$ cat src/fmva_pkg.sv
// ----------------------------------------------------------------------------
// FM note voice allocator package
// Shared constants, register codes, lookup tables and types.
// ----------------------------------------------------------------------------
package fmva_pkg;

    localparam int NUM_CHANNELS    = 9;
    localparam int NUM_INSTRUMENTS = 16;
    localparam int CH_W            = $clog2(NUM_CHANNELS);
    localparam int NCH_RHYTHM      = (6 < NUM_CHANNELS) ? 6 : NUM_CHANNELS;

    localparam logic [2:0] OP_TICK      = 3'd0;
    localparam logic [2:0] OP_NOTE_ON   = 3'd1;
    localparam logic [2:0] OP_NOTE_OFF  = 3'd2;
    localparam logic [2:0] OP_SET_DELAY = 3'd3;
    localparam logic [2:0] OP_START     = 3'd4;

    localparam logic [7:0] REG_FREQ_BASE  = 8'hA0;
    localparam logic [7:0] REG_BLOCK_BASE = 8'hB0;
    localparam logic [7:0] REG_FB_BASE    = 8'hC0;
    localparam logic [7:0] REG_RHYTHM     = 8'hBD;
    localparam logic [7:0] REG_BASS_FREQ  = 8'hA6;
    localparam logic [7:0] REG_BASS_BLOCK = 8'hB6;

    localparam logic [7:0]  KEY_OFF_MASK    = 8'hDF;
    localparam logic [7:0]  KEY_ON_BIT      = 8'h20;
    localparam logic [7:0]  OWNER_BASE      = 8'h90;
    localparam logic [7:0]  BASS_DRUM_BIT   = 8'h10;
    localparam logic [7:0]  RHYTHM_ENABLE   = 8'h20;
    localparam logic [8:0]  NOTE_BIAS       = 9'd31;
    localparam logic [13:0] COUNTDOWN_START = 14'd40;
    // 43/512 is close enough to 1/12 for every value up to 96.
    localparam logic [5:0]  RECIP_12        = 6'd43;

    typedef struct packed {
        logic [7:0] owner;
        logic [7:0] note;
        logic [7:0] blk;
    } chan_entry_t;

    typedef struct packed {
        logic [CH_W-1:0] rd_addr;
        logic            wr_en;
        logic [CH_W-1:0] wr_addr;
        chan_entry_t     wr_data;
        logic            clr_all;
    } mem_req_t;

    typedef struct packed {
        logic [7:0] addr;
        logic [7:0] data;
        logic       wv;
        logic       due;
    } res_t;

    function automatic logic [9:0] freq_word(input logic [3:0] idx);
        logic [9:0] w;
        begin
            case (idx)
                4'd0:    w = 10'h200;
                4'd1:    w = 10'h21E;
                4'd2:    w = 10'h23F;
                4'd3:    w = 10'h261;
                4'd4:    w = 10'h285;
                4'd5:    w = 10'h2AB;
                4'd6:    w = 10'h2D4;
                4'd7:    w = 10'h300;
                4'd8:    w = 10'h32E;
                4'd9:    w = 10'h35E;
                4'd10:   w = 10'h390;
                4'd11:   w = 10'h3C7;
                default: w = 10'h200;
            endcase
            return w;
        end
    endfunction

    function automatic logic [7:0] perc_bit(input logic [2:0] rid);
        logic [7:0] b;
        begin
            case (rid)
                3'd1:    b = 8'h10;
                3'd2:    b = 8'h08;
                3'd3:    b = 8'h04;
                3'd4:    b = 8'h02;
                3'd5:    b = 8'h01;
                default: b = 8'h00;
            endcase
            return b;
        end
    endfunction

    function automatic logic [7:0] perc_chan(input logic [2:0] rid);
        logic [7:0] c;
        begin
            case (rid)
                3'd2:    c = 8'd7;
                3'd3:    c = 8'd8;
                3'd4:    c = 8'd8;
                3'd5:    c = 8'd7;
                default: c = 8'd0;
            endcase
            return c;
        end
    endfunction

endpackage

$ cat src/fm_note_voice_allocator.sv
// ----------------------------------------------------------------------------
// FM note voice allocator
// Turns timing and note events into FM synthesizer register writes.
// ----------------------------------------------------------------------------
// Usage:
// The input channel (in_valid/in_stall) takes one event per transfer. The
// block works on one event at a time: in_stall is high from the cycle after
// a transfer until the last result of that event has been loaded into the
// output register. The output channel (out_valid/out_stall) delivers one to
// four results per event, the final one marked by last; results with
// write_valid low carry no register write.
// Ticks, delay loads, start and percussion note-on events emit their
// results with no search. Note-off and melodic note-on events first search
// the channel table one entry per cycle through the memory read port, at
// most nine entries, or six in rhythm mode. A stalled receiver holds the
// output register; the sequencer then waits and no results are lost. The
// next event is accepted while the final result still waits in the output
// register. Reset frees all channels, clears the accumulator and rhythm
// bits and sets the event countdown to forty. The APB port holds
// music_ticks at 0x0 and rhythm_mode at 0x4; the user must write it only
// while the block is idle, and the block itself does not enforce this.
// ----------------------------------------------------------------------------
module fm_note_voice_allocator
    import fmva_pkg::*;
(
    input  logic        clk,
    input  logic        rst_n,
    // APB configuration port
    input  logic        psel,
    input  logic        penable,
    input  logic        pwrite,
    input  logic [2:0]  paddr,
    input  logic [31:0] pwdata,
    output logic [31:0] prdata,
    output logic        pready,
    // event input
    input  logic        in_valid,
    output logic        in_stall,
    input  logic [2:0]  operation,
    input  logic [3:0]  instrument,
    input  logic [7:0]  note,
    input  logic        instrument_present,
    input  logic [7:0]  rhythm_id,
    input  logic [7:0]  patch_freq_low,
    input  logic [7:0]  patch_block,
    input  logic [7:0]  patch_feedback,
    input  logic [13:0] delay,
    // register write output
    output logic        out_valid,
    input  logic        out_stall,
    output logic [7:0]  reg_address,
    output logic [7:0]  reg_data,
    output logic        write_valid,
    output logic        event_due,
    output logic        last
);

    localparam logic [1:0] ST_IDLE   = 2'd0;
    localparam logic [1:0] ST_SEARCH = 2'd1;
    localparam logic [1:0] ST_EMIT   = 2'd2;

    logic [1:0]  state_reg, state_next;
    logic [7:0]  music_ticks_reg;
    logic        rhythm_mode_reg;
    logic [7:0]  acc_reg, acc_next;
    logic [13:0] cd_reg, cd_next;
    logic [7:0]  bits_reg, bits_next;

    logic [2:0]  op_reg, op_next;
    logic [3:0]  instr_reg, instr_next;
    logic [7:0]  note_reg, note_next;
    logic        present_reg, present_next;
    logic [7:0]  rid_reg, rid_next;

    logic [CH_W-1:0] ch_reg, ch_next;
    logic [CH_W-1:0] nch_last;

    res_t        buf_reg  [4];
    res_t        buf_next [4];
    logic [2:0]  cnt_reg, cnt_next;
    logic [1:0]  idx_reg, idx_next;

    logic        out_valid_reg, out_valid_next;
    res_t        out_reg, out_next;
    logic        out_last_reg, out_last_next;

    mem_req_t    mreq;
    chan_entry_t mdata;

    logic        in_accept;
    logic        in_present;
    logic        push;
    logic        emit_last;
    logic        hit;
    logic        cfg_write;

    // Frequency path for a melodic note-on.
    logic signed [8:0] f_raw;
    logic [6:0]        f_val;
    logic [12:0]       oct_prod;
    logic [3:0]        oct;
    logic [6:0]        oct_x12;
    logic [3:0]        fidx;
    logic [9:0]        fword;
    logic [7:0]        blk_new;
    logic [7:0]        ch_byte;
    logic [8:0]        tick_sum;
    logic [13:0]       cd_dec;
    logic [7:0]        pc;

    fmva_chan_mem u_chan_mem
    (
        .clk     (clk),
        .rst_n   (rst_n),
        .req     (mreq),
        .rd_data (mdata)
    );

    // Configuration port
    assign cfg_write = psel && penable && pwrite;
    assign pready    = 1'b1;
    assign prdata    = paddr[2] ? {31'd0, rhythm_mode_reg} : {24'd0, music_ticks_reg};

    always_ff @(posedge clk or negedge rst_n)
    begin
        if (!rst_n)
        begin
            music_ticks_reg <= '0;
            rhythm_mode_reg <= 1'b0;
        end
        else if (cfg_write)
        begin
            if (paddr[2])
            begin
                rhythm_mode_reg <= pwdata[0];
            end
            else
            begin
                music_ticks_reg <= pwdata[7:0];
            end
        end
    end

    assign in_stall   = (state_reg != ST_IDLE);
    assign in_accept  = in_valid && !in_stall;
    assign in_present = instrument_present && ({1'b0, instrument} < 5'(NUM_INSTRUMENTS));
    assign nch_last   = rhythm_mode_reg ? CH_W'(NCH_RHYTHM - 1) : CH_W'(NUM_CHANNELS - 1);
    assign push       = (state_reg == ST_EMIT) && (!out_valid_reg || !out_stall);
    assign emit_last  = ({1'b0, idx_reg} == (cnt_reg - 3'd1));
    assign ch_byte    = 8'(ch_reg);

    assign hit = (op_reg == OP_NOTE_ON) ? (mdata.owner == 8'd0)
               : ((mdata.note == note_reg) && (mdata.owner == (OWNER_BASE + {4'd0, instr_reg})));

    assign f_raw    = $signed({note_reg[7], note_reg}) - $signed(NOTE_BIAS);
    assign f_val    = f_raw[8] ? 7'd0 : f_raw[6:0];
    assign oct_prod = f_val * RECIP_12;
    assign oct      = oct_prod[12:9];
    assign oct_x12  = {oct, 3'b000} + {1'b0, oct, 2'b00};
    assign fidx     = 4'(f_val - oct_x12);
    assign fword    = freq_word(fidx);
    assign blk_new  = {2'b00, oct, 2'b00} | {6'd0, fword[9:8]} | KEY_ON_BIT;

    assign tick_sum = {1'b0, acc_reg} + {1'b0, music_ticks_reg};
    assign cd_dec   = cd_reg - 14'd1;
    assign pc       = perc_chan(rhythm_id[2:0]);

    always_comb
    begin
        state_next     = state_reg;
        acc_next       = acc_reg;
        cd_next        = cd_reg;
        bits_next      = bits_reg;
        op_next        = op_reg;
        instr_next     = instr_reg;
        note_next      = note_reg;
        present_next   = present_reg;
        rid_next       = rid_reg;
        ch_next        = ch_reg;
        cnt_next       = cnt_reg;
        idx_next       = idx_reg;
        out_valid_next = out_valid_reg && out_stall;
        out_next       = out_reg;
        out_last_next  = out_last_reg;
        for (int i = 0; i < 4; i++)
        begin
            buf_next[i] = buf_reg[i];
        end
        mreq = '0;

        unique case (state_reg)
            ST_IDLE:
            begin
                if (in_accept)
                begin
                    op_next      = operation;
                    instr_next   = instrument;
                    note_next    = note;
                    present_next = in_present;
                    rid_next     = rhythm_id;
                    for (int i = 0; i < 4; i++)
                    begin
                        buf_next[i] = '0;
                    end
                    cnt_next   = 3'd1;
                    idx_next   = 2'd0;
                    state_next = ST_EMIT;
                    case (operation)
                        OP_TICK:
                        begin
                            acc_next = tick_sum[7:0];
                            if (tick_sum[8])
                            begin
                                cd_next         = cd_dec;
                                buf_next[0].due = (cd_dec == 14'd0);
                            end
                        end
                        OP_NOTE_ON:
                        begin
                            if (in_present && rhythm_id != 8'd0)
                            begin
                                if (rhythm_id == 8'd1)
                                begin
                                    bits_next   = bits_reg | BASS_DRUM_BIT;
                                    buf_next[0] = '{REG_BASS_FREQ, patch_freq_low, 1'b1, 1'b0};
                                    buf_next[1] = '{REG_BASS_BLOCK, patch_block & KEY_OFF_MASK,
                                                    1'b1, 1'b0};
                                    buf_next[2] = '{REG_RHYTHM, bits_next, 1'b1, 1'b0};
                                    cnt_next    = 3'd3;
                                end
                                else if (rhythm_id < 8'd6)
                                begin
                                    bits_next   = bits_reg | perc_bit(rhythm_id[2:0]);
                                    buf_next[0] = '{REG_FREQ_BASE + pc, patch_freq_low,
                                                    1'b1, 1'b0};
                                    buf_next[1] = '{REG_BLOCK_BASE + pc,
                                                    patch_block & KEY_OFF_MASK, 1'b1, 1'b0};
                                    buf_next[2] = '{REG_FB_BASE + pc, patch_feedback,
                                                    1'b1, 1'b0};
                                    buf_next[3] = '{REG_RHYTHM, bits_next, 1'b1, 1'b0};
                                    cnt_next    = 3'd4;
                                end
                            end
                            else if (in_present)
                            begin
                                mreq.rd_addr = '0;
                                ch_next      = '0;
                                state_next   = ST_SEARCH;
                            end
                        end
                        OP_NOTE_OFF:
                        begin
                            mreq.rd_addr = '0;
                            ch_next      = '0;
                            state_next   = ST_SEARCH;
                        end
                        OP_SET_DELAY:
                        begin
                            cd_next = (delay[13:1] == 13'd0) ? 14'd1 : {1'b0, delay[13:1]};
                        end
                        OP_START:
                        begin
                            mreq.clr_all = 1'b1;
                            acc_next     = '0;
                            cd_next      = COUNTDOWN_START;
                            bits_next    = rhythm_mode_reg ? RHYTHM_ENABLE : 8'd0;
                            buf_next[0]  = '{REG_RHYTHM, bits_next, 1'b1, 1'b0};
                        end
                        default:
                        begin
                            cnt_next = 3'd1;
                        end
                    endcase
                end
            end
            ST_SEARCH:
            begin
                // mdata holds the entry of ch_reg, read in the previous cycle.
                mreq.rd_addr = ch_reg;
                if (hit)
                begin
                    mreq.wr_en   = 1'b1;
                    mreq.wr_addr = ch_reg;
                    state_next   = ST_EMIT;
                    if (op_reg == OP_NOTE_ON)
                    begin
                        mreq.wr_data = '{OWNER_BASE + {4'd0, instr_reg}, note_reg, blk_new};
                        buf_next[0]  = '{REG_BLOCK_BASE + ch_byte, mdata.blk & KEY_OFF_MASK,
                                         1'b1, 1'b0};
                        buf_next[1]  = '{REG_FREQ_BASE + ch_byte, fword[7:0], 1'b1, 1'b0};
                        buf_next[2]  = '{REG_BLOCK_BASE + ch_byte, blk_new, 1'b1, 1'b0};
                        cnt_next     = 3'd3;
                    end
                    else
                    begin
                        mreq.wr_data = '{8'd0, mdata.note, mdata.blk};
                        buf_next[0]  = '{REG_BLOCK_BASE + ch_byte, mdata.blk & KEY_OFF_MASK,
                                         1'b1, 1'b0};
                    end
                end
                else if (ch_reg == nch_last)
                begin
                    state_next = ST_EMIT;
                    if (op_reg == OP_NOTE_OFF && present_reg && rid_reg != 8'd0
                        && rid_reg < 8'd6)
                    begin
                        bits_next   = bits_reg & ~perc_bit(rid_reg[2:0]);
                        buf_next[0] = '{REG_RHYTHM, bits_next, 1'b1, 1'b0};
                    end
                end
                else
                begin
                    ch_next      = ch_reg + CH_W'(1);
                    mreq.rd_addr = ch_next;
                end
            end
            ST_EMIT:
            begin
                if (push)
                begin
                    out_valid_next = 1'b1;
                    out_next       = buf_reg[idx_reg];
                    out_last_next  = emit_last;
                    idx_next       = idx_reg + 2'd1;
                    if (emit_last)
                    begin
                        state_next = ST_IDLE;
                    end
                end
            end
            default:
            begin
                state_next = ST_IDLE;
            end
        endcase
    end

    always_ff @(posedge clk or negedge rst_n)
    begin
        if (!rst_n)
        begin
            state_reg     <= ST_IDLE;
            acc_reg       <= '0;
            cd_reg        <= COUNTDOWN_START;
            bits_reg      <= '0;
            out_valid_reg <= 1'b0;
            ch_reg        <= '0;
            cnt_reg       <= 3'd1;
            idx_reg       <= '0;
        end
        else
        begin
            state_reg     <= state_next;
            acc_reg       <= acc_next;
            cd_reg        <= cd_next;
            bits_reg      <= bits_next;
            out_valid_reg <= out_valid_next;
            ch_reg        <= ch_next;
            cnt_reg       <= cnt_next;
            idx_reg       <= idx_next;
        end
    end

    always_ff @(posedge clk)
    begin
        op_reg       <= op_next;
        instr_reg    <= instr_next;
        note_reg     <= note_next;
        present_reg  <= present_next;
        rid_reg      <= rid_next;
        out_reg      <= out_next;
        out_last_reg <= out_last_next;
        for (int i = 0; i < 4; i++)
        begin
            buf_reg[i] <= buf_next[i];
        end
    end

    assign out_valid   = out_valid_reg;
    assign reg_address = out_reg.addr;
    assign reg_data    = out_reg.data;
    assign write_valid = out_reg.wv;
    assign event_due   = out_reg.due;
    assign last        = out_last_reg;

`ifndef NO_ASSERTIONS
    a_cnt_range: assert property (@(posedge clk) disable iff (!rst_n)
        (state_reg == ST_EMIT) |-> (cnt_reg != 3'd0 && cnt_reg <= 3'd4))
        else $error("result count out of range");

    a_search_range: assert property (@(posedge clk) disable iff (!rst_n)
        (state_reg == ST_SEARCH) |-> (ch_reg <= nch_last))
        else $error("channel search ran past the active channels");

    a_accept_busy: assert property (@(posedge clk) disable iff (!rst_n)
        in_accept |=> (state_reg != ST_IDLE))
        else $error("accepted event did not start processing");

    a_last_done: assert property (@(posedge clk) disable iff (!rst_n)
        (push && emit_last) |=> (state_reg == ST_IDLE && out_valid_reg && out_last_reg))
        else $error("final result did not end the event");
`endif

endmodule

$ cat src/fmva_chan_mem.sv
// ----------------------------------------------------------------------------
// FM voice allocator channel memory
// Synchronous channel table with a registered read port and per-entry valid
// bits; an entry that is not valid reads as zero.
// ----------------------------------------------------------------------------
module fmva_chan_mem
    import fmva_pkg::*;
(
    input  logic        clk,
    input  logic        rst_n,
    input  mem_req_t    req,
    output chan_entry_t rd_data
);

    chan_entry_t                    mem [NUM_CHANNELS];
    logic        [NUM_CHANNELS-1:0] valid_reg;
    chan_entry_t                    rd_data_reg;
    logic                           rd_valid_reg;

    always_ff @(posedge clk)
    begin
        if (req.wr_en)
        begin
            mem[req.wr_addr] <= req.wr_data;
        end
        rd_data_reg <= mem[req.rd_addr];
    end

    always_ff @(posedge clk or negedge rst_n)
    begin
        if (!rst_n)
        begin
            valid_reg    <= '0;
            rd_valid_reg <= 1'b0;
        end
        else
        begin
            rd_valid_reg <= valid_reg[req.rd_addr];
            if (req.clr_all)
            begin
                valid_reg <= '0;
            end
            else if (req.wr_en)
            begin
                valid_reg[req.wr_addr] <= 1'b1;
            end
        end
    end

    assign rd_data = rd_valid_reg ? rd_data_reg : '0;

endmodule
$ cat config.mk
export PLATFORM = sky130hd
export DESIGN_NAME = fm_note_voice_allocator
export DESIGN_NICKNAME = d
export VERILOG_FILES = /design/src/fmva_pkg.sv /design/src/fm_note_voice_allocator.sv /design/src/fmva_chan_mem.sv
export SDC_FILE = /design/constraint.sdc
export NUM_CORES = 1
export LEC_CHECK = 0
export ABC_AREA = 1
export BUFFER_PORTS_ARGS = -buffer_cell sky130_fd_sc_hd__buf_2
export CAP_MARGIN = 30
export CORE_ASPECT_RATIO = 1.5
export CORE_MARGIN = 4
export CORE_UTILIZATION = 40
export DETAILED_ROUTE_END_ITERATION = 8
export PLACE_DENSITY_LB_ADDON = 0.12
export SLEW_MARGIN = 20
export SYNTH_ARGS = -nofsm -noshare
export SYNTH_HDL_FRONTEND = slang
export SYNTH_SLANG_ARGS = --single-unit
$ cat constraint.sdc
create_clock -name clk -period 12.8 [get_ports clk]
set_input_delay 1.92 -clock clk [delete_from_list [all_inputs] [get_ports clk]]
set_output_delay 1.92 -clock clk [all_outputs]
set_load 0.005 [all_outputs]
==> results of run 1 <==
Yosys cell counts, types with 20 or more instances:
library cell | number | area [um2]
inv_1 | 304 | 1140
nand3b_1 | 21 | 158
clkbuf_1 | 29 | 109
buf_2 | 31 | 155
ha_1 | 47 | 588
buf_4 | 28 | 210
nand2_1 | 380 | 1430
dfrtp_1 | 56 | 1400
a21oi_1 | 56 | 280
o21ai_0 | 77 | 385
nand3_1 | 271 | 1360
edfxtp_1 | 271 | 8140
nor2_1 | 135 | 507
dfxtp_1 | 20 | 400
how the worst max path moves through the flow:
stage	slack, ps	to	cells past startpoint
final	6670	u_chan_mem.mem[3][0]	27
after global routing	6110	u_chan_mem.mem[3][0]	27
after CTS	6580	u_chan_mem.mem[8][0]	27
after detailed placement	6600	u_chan_mem.mem[5][0]	28
after global placement	6660	u_chan_mem.mem[4][0]	28
after floorplan	7600	buf_reg[1][10]	4
cells by family (layout without fill, tap and decap cells):
group,count (synthesis),after routing,share of synthesized area
other cells,2,25,0.000430
buf+inv,406,513,0.0977
xor+xnor,24,24,0.0120
flops,350,350,0.574
compound gates,189,189,0.0616
fa+ha+maj,54,54,0.0417
simple gates,850,850,0.213
layout make-up:
| type | instances | share of cell area |
|---|---|---|
| clock buffer | 54 | 0.0526 |
| timing repair buffer | 132 | 0.0378 |
| clock inverter | 16 | 0.0128 |
| tap | 570 | 0.0361 |
| sequential | 350 | 0.507 |
| multi-input combinational | 1142 | 0.295 |
| inverter | 311 | 0.0590 |
critical path, stage by stage, from the launching register on:
cell      delay [ps]
edfxtp_1         540
ha_1             230
nand2_1           50
inv_1             70
nand2_1           60
nor2_1           130
nor2_1            70
a21oi_1          240
inv_1            130
nor3_1           590
ha_1             370
fa_1             500
inv_1             50
fa_1             520
inv_1             40
ha_1             300
nand2_1           80
o21a_1           190
nand2_1          110
xor2_1           290
ha_1             220
xor2_1           180
nand3_1          210
nand2_2          230
nand2_1           90
nand3_1          160
nand2_1           70
inv_1            210
layer usage:
metal,share of wire,vias to the layer above
met4,0.027,0
met3,0.035,79
met5,0,-
met1,0.40,6137
li1,-,6374
met2,0.53,246
power groups by stage:
| stage | Combinational (mW) | Sequential [mW] | Clock [mW] |
|---|---|---|---|
| after floorplan | 0.663 | 1.52 | 0 |
| after global placement | 0.896 | 1.54 | 0 |
| after detailed placement | 0.910 | 1.55 | 0 |
| after CTS | 0.916 | 1.52 | 1.17 |
| after global routing | 1.04 | 1.54 | 1.21 |
| final | 0.903 | 1.52 | 1.14 |
per-stage QoR:
stage	std cells	hold WS [ps]	instance area, um2	worst slack, ps
5_1_grt	2575	464	19800	6110
4_1_cts	2574	440	19800	6580
3_3_place_gp	2502	425	18400	6660
2_1_floorplan	1898	419	17500	7600
3_5_place_dp	2504	426	18500	6600
6_report	2575	437	19800	6670
==> out/results.ini, run 1 <==
[status]
status=finished, final reports clean

[timing]
fmax_mhz=163
finalCritPeriodShare=0.479
setup_violations=0
period_needed_ps=6130
worstMarginPinSlew_ps=941
relSlewSlack=0.371
drv_slew=0
finalHoldViolations=0
tns_ps=0
rsz0062_at_grt=false
fin_worst_skew_ps=24.4

[die]
die_h_um=264
initial_core_util=0.405
die_w_um=179
die_area_mm2=0.0471
core_area_mm2=0.0431
pin_count=158
rows=93

[pwr]
total_leakage_power_nw=8.95
p_total_mw=3.57
power_frac_comb=0.253
p_int_mw=2.42
p_sw_mw=1.15
p_sw_frac=0.321
peakVddDrop_mv=0.0944
seq_power_share=0.427
clkPwrFrac=0.320
power_density_mw_per_mm2=180

[worst_hold_path]
min_to=u_chan_mem.rd_data_reg[14]
hold_start=u_chan_mem.mem[8][14]
hold_class=flip-flop to flip-flop
whs_path_depth=2

[clocking]
post_cts_buffers=0
root_buffer=clkbuf_16
cts_resized=0
cts.clk_slew.worst_paths_ps=60
postCtsHoldBufs=0
cts_tree=yes
clock_path_buffers=3
cts.sinks=350
h-tree-depth=2
clk_latency_ps=550
cts_made_buffers=38

[synthesis]
synth_area_mm2=0.0175
ys_seq_area_frac=0.574
async_flop_share=0.169
yosysWarnings=0
avgSynthCellArea_um2=9.31
ys.flop_type=edfxtp_1
synth.ff_latch_count=350
ys_types=50
syn_inst=1875
synth_edf_count=271

[finish]
fill_cells=4144
area_growth_syn_to_layout_pct=13.3
layout_common_cells=nand2_1, inv_1, nand3_1, edfxtp_1, nor2_1
diodes=0
post-route-util=0.459
mostFrequentLayoutCell=nand2_1
multi_input_area_mm2=0.00584
nNetsFinal=2133
layout-drive-gt1-share=0.104
seq_area_mm2=0.0100
largest_reg_flops=180

[grt]
grt_pass1_wl_um=70600
grt.total_usage=0.192
grt.overflow.total=0
gr-usage-met2=0.356
grt_max_degree=60
grt_pass1_vias=12800
antenna_found_initial=0
top_usage_layer=met2
grt_util_met1=0.230
grt_use_met3=0.0222

[drt]
dr.pass1.iters=5
ant_nets=0
drt_drc_violations_left=0
finalWirelength_um=45600
drt-vias-per-instance=4.98
drtIter0Drc=609
vias=12800
avgRoutedWirePerCell_um=17.7

[setup_path]
startpoint_type=flip-flop
crit_path_end_kind=flip-flop
cp.required_ps=13150
r2r_end=u_chan_mem.mem[3][0]
rr_startpoint=note_reg[0]
worstSetupPathType=flip-flop to flip-flop
path_max_fanout=10
rr_worst_depth=27
r2r_slack_ps=6670
cp.arrival_ps=6480
startpoint=note_reg[0]

[run]
max_cap_violations=0

[place]
place.gp.congestion=0.867
io_buffer_count=104
hpwl_um=30100

No activity file was read; power rests on OpenSTA's default activity.
==> inputs of run 2 (changes only) <==
Clock period 12.8 ns to 5.5 ns, I/O delays scaled along.
==> run 2 against run 1 <==
  * Register-to-register slack got worse by 6300 ps
  * Final cell count is 0.47% higher
  * Clock skew decreased by 5.7 ps
  * Non-clock buffer count grew 14
  * Highest routed layer unchanged
  * Hold slack better by 0.82 ps
  * Core utilization is 0.26 points higher
  * First-iteration DRC count increased by 44%
  * Combinational power rose by 140%
  * Fmax is 19% higher
  * Routed wire length up 0.21%
  * Clock power increased by 130%
  * Global-route usage barely moved
==> out/results.ini, run 2 (synthesis gave the netlist of run 1 again) <==
[timing]
holdWs_ps=438
finalHoldViolations=0
fin_worst_skew_ps=18.6
setup_violations=0
drv_slew=0
finalCritPeriodShare=0.936
worstMarginPinSlew_ps=925
relSlewSlack=0.383
period_needed_ps=5150
tns_ps=0
finalWorstSetupSlack_ps=355
fmax_mhz=194

[die]
initial_core_util=0.405
die_w_um=179
core_area_mm2=0.0431
die_area_mm2=0.0471
die_h_um=264
rows=93
pin_count=158

[clocking]
clock_path_buffers=3
postCtsHoldBufs=0
cts_made_buffers=37
cts_tree=yes
root_buffer=clkbuf_16
h-tree-depth=2
cts.clk_slew.worst_paths_ps=70
clk_latency_ps=540
cts.sinks=350

[setup_path]
cp.arrival_ps=5410
rr_worst_depth=28
startpoint_type=flip-flop
r2r_end=u_chan_mem.mem[3][0]
worstSetupPathType=flip-flop to flip-flop
worst_path_most_repeated_cell=nand2_1
rr_startpoint=note_reg[0]
path_max_fanout=10
r2r_slack_ps=350
critPathSlowestCell=fa_1
cp.required_ps=5770
crit_path_end_kind=flip-flop
cp_slowest_stage_delay_ps=540

[worst_hold_path]
hold_start=u_chan_mem.mem[8][9]
min_to=u_chan_mem.rd_data_reg[9]
hold_class=flip-flop to flip-flop
whs_path_depth=2

[run]
max_cap_violations=0

[drt]
drt_drc_violations_left=0
drtIter0Drc=877
finalWirelength_um=45600
dr.pass1.iters=5
vias=12900
drt-vias-per-instance=5.00
ant_nets=0
avgRoutedWirePerCell_um=17.6

[finish]
diodes=0
largest_reg_flops=180
stdcell_count=2587
final_area_mm2=0.0199
mostFrequentLayoutCell=nand2_1
area_growth_syn_to_layout_pct=14.0
layout_common_cells=nand2_1, inv_1, nand3_1, edfxtp_1, nor2_1
layout-drive-gt1-share=0.116
post-route-util=0.462
nNetsFinal=2146

[grt]
grt_max_degree=85
grt_pass1_wl_um=70900
antenna_found_initial=0
grt.total_usage=0.192
grt.overflow.total=0
grt_pass1_vias=12600

[pwr]
peakVddDrop_mv=0.262
p_total_mw=8.28
power_density_mw_per_mm2=416
total_leakage_power_nw=9.03

[place]
io_buffer_count=104
pre_cts_slack_ps=93.5
place.gp.congestion=0.874
placed_cell_area_mm2=0.0186
hpwl_um=30000
dp.cells=2517

[status]
status=finished, final reports clean

==> run 2: metal layers <==
layer  track usage  vias to the layer above  share of wire
met5             0                        -              0
met4        0.0477                        0          0.021
met3        0.0223                       63          0.038
met2         0.356                      262           0.53
met1         0.235                     6215           0.41
li1              -                     6389              -
==> run 2: worst max-delay path, delay by kind of cell, from the launching register on <==
kind,cells,cell delay [ps]
xor gates and xnor gates,2,360
adders and majority gates,6,2060
and+or+nand+nor,11,1240
DFF,1,390
AOI/OAI and AO/OA,3,360
buffers and inverters,6,430
==> run 2: what timing repair did <==
| item | in CTS | in global routing |
|---|---|---|
| setup endpoints to repair | 0 | 36 |
| setup buffers | 0 | 0 |
| gates resized for setup | 0 | 6 |
==> run 2: worst max-delay path by stage <==
stage / startpoint / end / slack, ps
5_1_grt: note_reg[0] / u_chan_mem.mem[7][0] / -20
4_1_cts: note_reg[0] / u_chan_mem.mem[7][0] / 50
6_report: note_reg[0] / u_chan_mem.mem[3][0] / 350
3_5_place_dp: note_reg[0] / u_chan_mem.mem[0][0] / 90
3_3_place_gp: note_reg[0] / u_chan_mem.mem[2][0] / 210
2_1_floorplan: note_reg[0] / u_chan_mem.mem[0][0] / 420
==> run 2: cell type report <==
cell class | instances | area [um2]
clock buffer | 48 | 1030
clock inverter | 20 | 231
fill | 4156 | 23200
inverter | 311 | 1170
multi-input combinational | 1142 | 5860
sequential | 350 | 10000
tap | 570 | 713
timing repair buffer | 146 | 871
==> run 2: power by group <==
part / internal (mW) / switching (mW)
Clock: 1.52 / 1.05
Combinational: 0.756 / 1.41
Sequential: 3.31 / 0.231
Total: 5.59 / 2.69
